$ cat config.mk
export PLATFORM = sky130hd
export DESIGN_NAME = hsl_to_rgb_color
export DESIGN_NICKNAME = d
export VERILOG_FILES = /design/src/hsl2rgb_pkg.sv /design/src/hsl2rgb_chan.sv /design/src/hsl_to_rgb_color.sv
export SDC_FILE = /design/constraint.sdc
export NUM_CORES = 2
export LEC_CHECK = 0
export ABC_CLOCK_PERIOD_IN_PS = 18200
export BUFFER_PORTS_ARGS = -buffer_cell sky130_fd_sc_hd__buf_2
export CORE_ASPECT_RATIO = 1.5
export CORE_MARGIN = 2
export CORE_UTILIZATION = 53
export CTS_CLUSTER_DIAMETER = 40
export DETAILED_ROUTE_END_ITERATION = 10
export HOLD_SLACK_MARGIN = 0.05
export PLACE_DENSITY = 0.74
export SYNTH_ARGS = -nofsm -noshare
export SYNTH_HDL_FRONTEND = slang
export SYNTH_HIERARCHICAL = 1
export SYNTH_SLANG_ARGS = --single-unit
$ cat constraint.sdc
create_clock -name clk -period 18.2 [get_ports clk]
set_input_delay 3.64 -clock clk [delete_from_list [all_inputs] [get_ports clk]]
set_output_delay 3.64 -clock clk [all_outputs]
set_load 0.03 [all_outputs]
$ cat src/hsl2rgb_pkg.sv
// shared types and constants for the hsl to rgb converter
`timescale 1ns / 1ps

package hsl2rgb_pkg;

	localparam logic [9:0]  HUE_TURN   = 10'd360;
	localparam logic [9:0]  HUE_TWO    = 10'd720;
	localparam logic [6:0]  PCT_FULL   = 7'd100;
	localparam logic [6:0]  LIGHT_HALF = 7'd50;
	localparam logic [7:0]  LIGHT_TWO  = 8'd200;
	localparam logic [8:0]  HUE_60     = 9'd60;
	localparam logic [8:0]  HUE_120    = 9'd120;
	localparam logic [8:0]  HUE_180    = 9'd180;
	localparam logic [8:0]  HUE_240    = 9'd240;
	localparam logic [5:0]  SLOPE_RUN  = 6'd60;
	// ceil(2^48 / 600000), exact for every dividend below 2^28
	localparam logic [28:0] DIV_RECIP  = 29'd469124962;
	localparam int          DIV_SHIFT  = 48;

	typedef struct packed {
		logic [9:0] hue_deg;
		logic [6:0] sat_pct;
		logic [6:0] light_pct;
	} hsl_t;

	typedef struct packed {
		logic [7:0] red_level;
		logic [7:0] green_level;
		logic [7:0] blue_level;
	} rgb_t;

	typedef struct packed {
		logic s3;
		logic s4;
		logic s5;
	} stage_en_t;

endpackage

$ cat src/hsl2rgb_chan.sv
// one color channel: piecewise-linear shape, scale by 255 and divide by 600000
`timescale 1ns / 1ps

module hsl2rgb_chan (
	input  logic                  clk,
	input  hsl2rgb_pkg::stage_en_t en,
	input  logic [13:0]           lo,
	input  logic [13:0]           hi,
	input  logic [8:0]            hue,
	output logic [7:0]            level
);
	import hsl2rgb_pkg::*;

	logic [13:0] diff;
	logic [5:0]  run;
	logic        on_slope;
	logic        on_top;
	logic [19:0] shape_c;
	logic [19:0] shape_s3;
	logic [27:0] scaled_s4;
	logic [56:0] prod;
	logic [7:0]  level_s5;

	assign diff = hi - lo;

	always_comb begin
		on_slope = 1'b0;
		on_top   = 1'b0;
		run      = '0;
		priority if (hue < HUE_60) begin
			on_slope = 1'b1;
			run      = hue[5:0];
		end else if (hue < HUE_180) begin
			on_top = 1'b1;
		end else if (hue < HUE_240) begin
			on_slope = 1'b1;
			run      = 6'(HUE_240 - hue);
		end else begin
			run = '0;
		end
	end

	always_comb begin
		if (on_top) begin
			shape_c = 20'(hi) * 20'(SLOPE_RUN);
		end else if (on_slope) begin
			shape_c = 20'(lo) * 20'(SLOPE_RUN) + 20'(diff) * 20'(run);
		end else begin
			shape_c = 20'(lo) * 20'(SLOPE_RUN);
		end
	end

	assign prod = 57'(scaled_s4) * 57'(DIV_RECIP);

	always_ff @(posedge clk) begin
		if (en.s3) begin
			shape_s3 <= shape_c;
		end
		if (en.s4) begin
			scaled_s4 <= {shape_s3, 8'b0} - 28'(shape_s3);
		end
		if (en.s5) begin
			level_s5 <= prod[DIV_SHIFT +: 8];
		end
	end

	assign level = level_s5;

endmodule

$ cat src/hsl_to_rgb_color.sv
// top level of the hsl to rgb converter
`timescale 1ns / 1ps

// Converts one hue/saturation/lightness color to 8-bit red, green and blue
// in a five-stage pipeline, stages 1 to 5 in order: one transfer in and one
// out per clock while the output is taken. Hue wraps modulo 360, saturation
// and lightness clamp at 100. A stalled output holds stage 5; a full stage
// waits only while the next one is full, and empty stages take new colors,
// so the input is held back only when all five are full and out_ready is low.
module hsl_to_rgb_color (
	input  logic              clk,
	input  logic              arst_n,
	input  logic              in_valid,
	output logic              in_ready,
	input  hsl2rgb_pkg::hsl_t in_data,
	output logic              out_valid,
	input  logic              out_ready,
	output hsl2rgb_pkg::rgb_t out_data
);
	import hsl2rgb_pkg::*;

	logic v_s1, v_s2, v_s3, v_s4, v_s5;
	logic rdy1, rdy2, rdy3, rdy4, rdy5;
	stage_en_t en;

	logic [8:0]  hue_c;
	logic [6:0]  sat_c, lit_c;
	logic [8:0]  hue_s1;
	logic [6:0]  sat_s1, lit_s1;

	logic [13:0] sl_c;
	logic [14:0] hi_dark_c, hi_light_c;
	logic [13:0] hi_c, lo_c;
	logic [8:0]  hr_c, hb_c;
	logic [13:0] hi_s2, lo_s2;
	logic [8:0]  hr_s2, hg_s2, hb_s2;

	assign rdy5 = ~v_s5 | out_ready;
	assign rdy4 = ~v_s4 | rdy5;
	assign rdy3 = ~v_s3 | rdy4;
	assign rdy2 = ~v_s2 | rdy3;
	assign rdy1 = ~v_s1 | rdy2;
	assign in_ready = rdy1;

	assign en.s3 = rdy3 & v_s2;
	assign en.s4 = rdy4 & v_s3;
	assign en.s5 = rdy5 & v_s4;

	always_ff @(posedge clk or negedge arst_n) begin
		if (!arst_n) begin
			v_s1 <= 1'b0;
			v_s2 <= 1'b0;
			v_s3 <= 1'b0;
			v_s4 <= 1'b0;
			v_s5 <= 1'b0;
		end else begin
			if (rdy1) v_s1 <= in_valid;
			if (rdy2) v_s2 <= v_s1;
			if (rdy3) v_s3 <= v_s2;
			if (rdy4) v_s4 <= v_s3;
			if (rdy5) v_s5 <= v_s4;
		end
	end

	// stage 1: hue wrap and percent clamp
	always_comb begin
		if (in_data.hue_deg >= HUE_TWO) begin
			hue_c = 9'(in_data.hue_deg - HUE_TWO);
		end else if (in_data.hue_deg >= HUE_TURN) begin
			hue_c = 9'(in_data.hue_deg - HUE_TURN);
		end else begin
			hue_c = in_data.hue_deg[8:0];
		end
		sat_c = (in_data.sat_pct > PCT_FULL) ? PCT_FULL : in_data.sat_pct;
		lit_c = (in_data.light_pct > PCT_FULL) ? PCT_FULL : in_data.light_pct;
	end

	always_ff @(posedge clk) begin
		if (rdy1 && in_valid) begin
			hue_s1 <= hue_c;
			sat_s1 <= sat_c;
			lit_s1 <= lit_c;
		end
	end

	// stage 2: high and low levels, shifted hues
	assign sl_c       = 14'(sat_s1) * 14'(lit_s1);
	assign hi_dark_c  = 15'(lit_s1) * (15'(PCT_FULL) + 15'(sat_s1));
	assign hi_light_c = 15'(PCT_FULL) * (15'(lit_s1) + 15'(sat_s1)) - 15'(sl_c);
	assign hi_c       = (lit_s1 < LIGHT_HALF) ? hi_dark_c[13:0] : hi_light_c[13:0];
	assign lo_c       = 14'(15'(lit_s1) * 15'(LIGHT_TWO) - 15'(hi_c));
	assign hr_c       = (hue_s1 < HUE_240) ? hue_s1 + HUE_120 : hue_s1 - HUE_240;
	assign hb_c       = (hue_s1 >= HUE_120) ? hue_s1 - HUE_120 : hue_s1 + HUE_240;

	always_ff @(posedge clk) begin
		if (rdy2 && v_s1) begin
			hi_s2 <= hi_c;
			lo_s2 <= lo_c;
			hr_s2 <= hr_c;
			hg_s2 <= hue_s1;
			hb_s2 <= hb_c;
		end
	end

	// stages 3 to 5 per channel
	hsl2rgb_chan u_red (
		.clk   (clk),
		.en    (en),
		.lo    (lo_s2),
		.hi    (hi_s2),
		.hue   (hr_s2),
		.level (out_data.red_level)
	);

	hsl2rgb_chan u_green (
		.clk   (clk),
		.en    (en),
		.lo    (lo_s2),
		.hi    (hi_s2),
		.hue   (hg_s2),
		.level (out_data.green_level)
	);

	hsl2rgb_chan u_blue (
		.clk   (clk),
		.en    (en),
		.lo    (lo_s2),
		.hi    (hi_s2),
		.hue   (hb_s2),
		.level (out_data.blue_level)
	);

	assign out_valid = v_s5;

endmodule
* After elaboration in Yosys (flattened, before gate mapping) *
Index checks and enable logic that the tools add are counted.

word-level totals
  bits in registers = 251
  bits of input ports = 28
  output and inout bits = 26
  logic and storage cells = 129

operators by class
  add/subtract/negate cells = 20
  multiply operators = 12
  order comparisons = 16
  mux-type cells = 35
  bitwise logic cells = 16
  reductions and logical operators = 5

operators by type and width
  kind                                                                     number
  28-bit by 28-bit multiplier with 55-bit output (second input constant)   3
  20-bit 2-to-1 mux                                                        6
  28-bit by 20-bit subtractor with 28-bit output                           3
  9-bit by 8-bit < comparator with 1-bit output (second input constant)    7
  20-bit adder                                                             3
  14-bit by 6-bit multiplier with 20-bit output                            3
  6-bit 2-to-1 mux                                                         9
  14-bit subtractor                                                        3
  14-bit by 4-bit multiplier with 18-bit output (second input constant)    2
  9-bit 2-to-1 mux                                                         4
  9-bit by 6-bit < comparator with 1-bit output (second input constant)    3
  6-bit subtractor (first input constant)                                  3
  9-bit by 8-bit subtractor with 9-bit output (second input constant)      2
  1-bit 2-to-1 mux                                                         15
  7-bit > comparator (second input constant)                               2
  7-bit by 7-bit multiplier with 14-bit output                             1
  7-bit by 8-bit multiplier with 14-bit output                             1
  14-bit 2-to-1 mux                                                        1
  5-bit by 8-bit multiplier with 12-bit output (first input constant)      1
  7-bit by 5-bit multiplier with 11-bit output (second input constant)     1
  10-bit >= comparator (second input constant)                             1
  10-bit by 9-bit >= comparator with 1-bit output (second input constant)  1
  9-bit by 7-bit adder with 9-bit output (second input constant)           1
  9-bit by 8-bit adder with 9-bit output (second input constant)           1
  other kinds (11)                                                         27

* Longest topological paths before layout *
  depth in word-level cells = 8
  gate-level depth with buffers = 29
  mapped depth without buffers = 29

* Cells and area by module *
The synthesis kept the hierarchy.

modules (own cells, without submodules)
  module                  instances  cells an instance  area an instance (µm²)  seq. area each (µm²)
  hsl2rgb_chan (u_blue)   1          2157               21126.5                 1681.6
  hsl2rgb_chan (u_green)  1          2158               21107.7                 1681.6
  hsl2rgb_chan (u_red)    1          2091               20951.3                 1681.6
  hsl_to_rgb_color        1          896                8842.2                  2257.2

* Worst setup path after synthesis *
OpenSTA, ideal clock, no wires.

  path type = input-to-output
  start = input out_ready
  end = output in_ready
  arrival time = 4263 ps
  required time = 14560 ps
  setup slack = 10297 ps
  cell stages on the path = 4
  buffers on the path = 0
  cells stage by stage = nor2b_1 > nand4_1 > inv_1 > nand2_1

between the ends
  cells in the longest elaborated chain, start to end = 5

RTL lines
  what              RTL line                text
  start, declared   hsl_to_rgb_color.sv:17  input logic out_ready,
  1-bit bitwise OR  hsl_to_rgb_color.sv:38  assign rdy5 = ~v_s5 | out_ready;
  1-bit bitwise OR  hsl_to_rgb_color.sv:39  assign rdy4 = ~v_s4 | rdy5;
  1-bit bitwise OR  hsl_to_rgb_color.sv:40  assign rdy3 = ~v_s3 | rdy4;
  1-bit bitwise OR  hsl_to_rgb_color.sv:41  assign rdy2 = ~v_s2 | rdy3;
  1-bit bitwise OR  hsl_to_rgb_color.sv:42  assign rdy1 = ~v_s1 | rdy2;
  end, declared     hsl_to_rgb_color.sv:14  output logic in_ready,

No other way between the ends.

* Final worst setup path *
Same ends and word-level chain as after synthesis.

==> key figures <==
Synthesis
  • Top cells by instance count after synthesis: sky130_fd_sc_hd__inv_1, sky130_fd_sc_hd__fa_1, sky130_fd_sc_hd__ha_1
  • Number of synthesized register bits: 244
  • Number of flops mapped to enable cells by yosys: between 200 and 250
  • Area share of the largest cell type after synthesis: 38.2%
  • Commonest register cell after synthesis: sky130_fd_sc_hd__edfxtp_1
  • Synth area leaders: sky130_fd_sc_hd__fa_1, sky130_fd_sc_hd__ha_1, sky130_fd_sc_hd__inv_1, sky130_fd_sc_hd__edfxtp_1, sky130_fd_sc_hd__xnor2_1
  • Cell with the most instances after synthesis: sky130_fd_sc_hd__inv_1
  • Area leader, netlist: sky130_fd_sc_hd__fa_1
  • Synthesis warning total: 6
  • Cells after synthesis: between 7000 and 8000
  • Area of the mapped netlist: 0.0720 mm2
  • Syn_area_per_cell: 9.86 um2
  • Ys async rst share: 2.05%
  • Count of distinct cell types in the synthesized netlist: between 100 and 150
  • Part of the Yosys area used for sequential elements: 10.1%
  • Post-synth net total: 9850

CTS
  • CTS H-tree lvls: 2
  • CTS tree: done
  • TritonCTS Buffers: 38
  • Number of sinks on the clock net: 244
  • Number of gates resized after cts: 0
  • CTS clock-pin slew for the worst setup and hold paths: 0.06 ns
  • Buffer count from post-CTS setup fixing: 0
  • Clock Root Buffer: sky130_fd_sc_hd__clkbuf_16
  • Post-cts hold buffer count: 0
  • Clk_lat worst skew: 0.61 ns
  • Number of buffers on the longest clock path: 3

STA
  • Fmax: about 120 MHz
  • Final Hold Violating Endpoints: 0
  • Setup repair after global routing missed its margin: no
  • Total of endpoints with negative setup slack in the final report: 0
  • Post-layout minimum cycle time: 8.28 ns
  • Summed negative setup slack over all endpoints: 0 ns
  • Max-Slew Margin vs Limit: 15.2%
  • Measured slew at the worst slew-check pin: 1.26 ns
  • Largest clock skew in the final design: about 0.035 ns
  • Final clock period utilization by the worst path: 45.5%
  • Pins Over Slew Limit: 0

Die
  • Initial cell density of the core: 53.4%
  • Boundary pin count: 54
  • Placeable Area: 0.135 mm2
  • Width of the die: 305 um
  • Die ar.: 0.139 mm2
  • Row cnt: 165
  • Die boundary height: 456 um

GRT
  • Largest net degree at the start of global routing: 75
  • Wire length of the first global-routing pass: about 300000 um
  • Overflow left after global routing: 0
  • Overall global routing resource usage: 26.8%
  • Antenna violations before repair: 2
  • Via count of the first global-routing pass: 56237

Drt
  • Number of vias per cell: between 5 and 6
  • Violation count after the first detailed-routing iteration: 2718
  • Routed Wire Length: 179000 um
  • Drt pass-1 iters: 6
  • Antenna Violating Nets Remaining: 0
  • Via Count: 50443
  • DRC violation count after routing: 0
  • WL per Instance: 19.6 um

Flow run
  • Maxcap violations: 0

Critical path
  • Maximum fanout encountered on the critical timing path: 5
  • Slowest cell delay on critical path: 0.34 ns
  • Library cell appearing most often on the critical path: sky130_fd_sc_hd__buf_2
  • Element type at the critical path end: output port
  • CP Launch Type: primary input
  • Ordered list of cells on the worst path: buf_2 -> nor2b_1 -> nand4_1 -> inv_1 -> nand2_1 -> buf_2
  • Top Family by Delay on Critical Path: simple AND/OR/NAND/NOR gates
  • Number of buffers and inverters on the critical path: 3
  • Number of cells on the worst reg-to-reg path: 23
  • Critical Path Stages: 6
  • Type of the setup path with the least slack: in2out
  • Critical Path AT: 4.64 ns
  • Worst endpoint required time: 14.56 ns
  • Cell at the slowest stage of the critical path: sky130_fd_sc_hd__nor2b_1

Placement
  • Number of buffers inserted by port buffering: 53
  • Detailed-placement wirelength estimate: roughly 160000 um
  • Final estimated routing congestion in global placement: 1.01

Min path
  • Number of cells traversed by the worst hold path: 0
  • Hold crit path type: reg2reg

Finish
  • Area delta synth->final: 5.37%
  • Fill cell total of the finished layout: 11705
  • # nets final: 9923
  • Multi-input logic area: 0.0566 mm2
  • Fraction of layout instances using a drive strength above 1: 3.35%
  • Combined flip-flop and latch cell area: 0.00730 mm2

Outcome
  • Run status: finished clean
[metrics by stage]
| stage | instance area (um2) | hold WS [ns] | std cells | utilization [%] | worst slack (ns) |
|---|---|---|---|---|---|
| 3_3_place_gp | 74600 | 0.464 | 9088 | 55.3 | 9.94 |
| 5_1_grt | 75900 | 0.497 | 9159 | 56.3 | 9.52 |
| 6_report | 75900 | 0.491 | 9159 | 56.3 | 9.92 |
| 3_5_place_dp | 74600 | 0.478 | 9088 | 55.3 | 9.94 |
| 4_1_cts | 75900 | 0.487 | 9158 | 56.3 | 9.92 |
| 2_1_floorplan | 72000 | 0.424 | 7302 | - | 10.30 |
[placed cells by master, fill, tap and decap left out, drive strengths merged, types with 46 or more instances in the layout]
cell type and count:
and2 62, a21o 105, nor3 100, nand3 70, nor2b 55, inv 2134
o21a 51, nand2b 46, o21ai 162, nand2 178, ha 1144, nor2 417
xnor2 203, fa 1376, xor2 130, a21oi 231, edfxtp 239, buf 92
a211oi 47
[sequential cells by signal (all words and copies together) (netlist names), 9 cells and up]
register,cells
hi_s2,14
hr_s2,9
hue_s1,9
lo_s2,13
u_blue/scaled_s4,28
u_blue/shape_s3,20
u_green/scaled_s4,28
u_green/shape_s3,20
u_red/scaled_s4,28
u_red/shape_s3,20
[layer usage]
metal	wire length, um	vias to the layer above	global-route usage, %	part of all wire [%]
met1	64200	25401	29.3	36
li1	-	23107	-	-
met3	5780	604	1.92	3.2
met5	0	-	0	0
met4	14900	0	18.7	8.3
met2	94300	1331	49.3	53
[area by class of cell]
cell class	count	share of cell area (%)
clock buffers	40	1.29
multi-input cells	4878	74.5
well taps	1753	2.89
repair buffers	92	0.735
diodes	1	0.00330
inverters	2121	10.5
clock inverters	30	0.453
flip-flops and latches	244	9.62
[kinds of logic (layout without fill, tap and decap cells)]
group	after synthesis	after routing	synth area share (%)
flops	244	244	10.1
compound gates	890	890	8.48
buf+inv	2180	2283	11.4
xor+xnor	337	337	4.17
other cells	0	1	0
simple gates	1117	1117	7.52
mux	14	14	0.205
fa+ha+maj	2520	2520	58.1
[path summary, 6_finish.rpt]
kind                                             end  startpoint  slack, ns
worst min register to register              hr_s2[0]   hue_s1[0]       0.49
worst max-delay path                        in_ready   out_ready       9.92
worst min-delay path                        hr_s2[0]   hue_s1[0]       0.49
max in group asynchronous                       v_s2      arst_n      15.24
worst max register to register  u_green/shape_s3[19]    hr_s2[2]      10.03
min in group asynchronous                       v_s1      arst_n       2.83
Power is left out: the tool's default activity adds up to more than one toggle a clock period on the data nets, which glitch-free logic cannot reach.
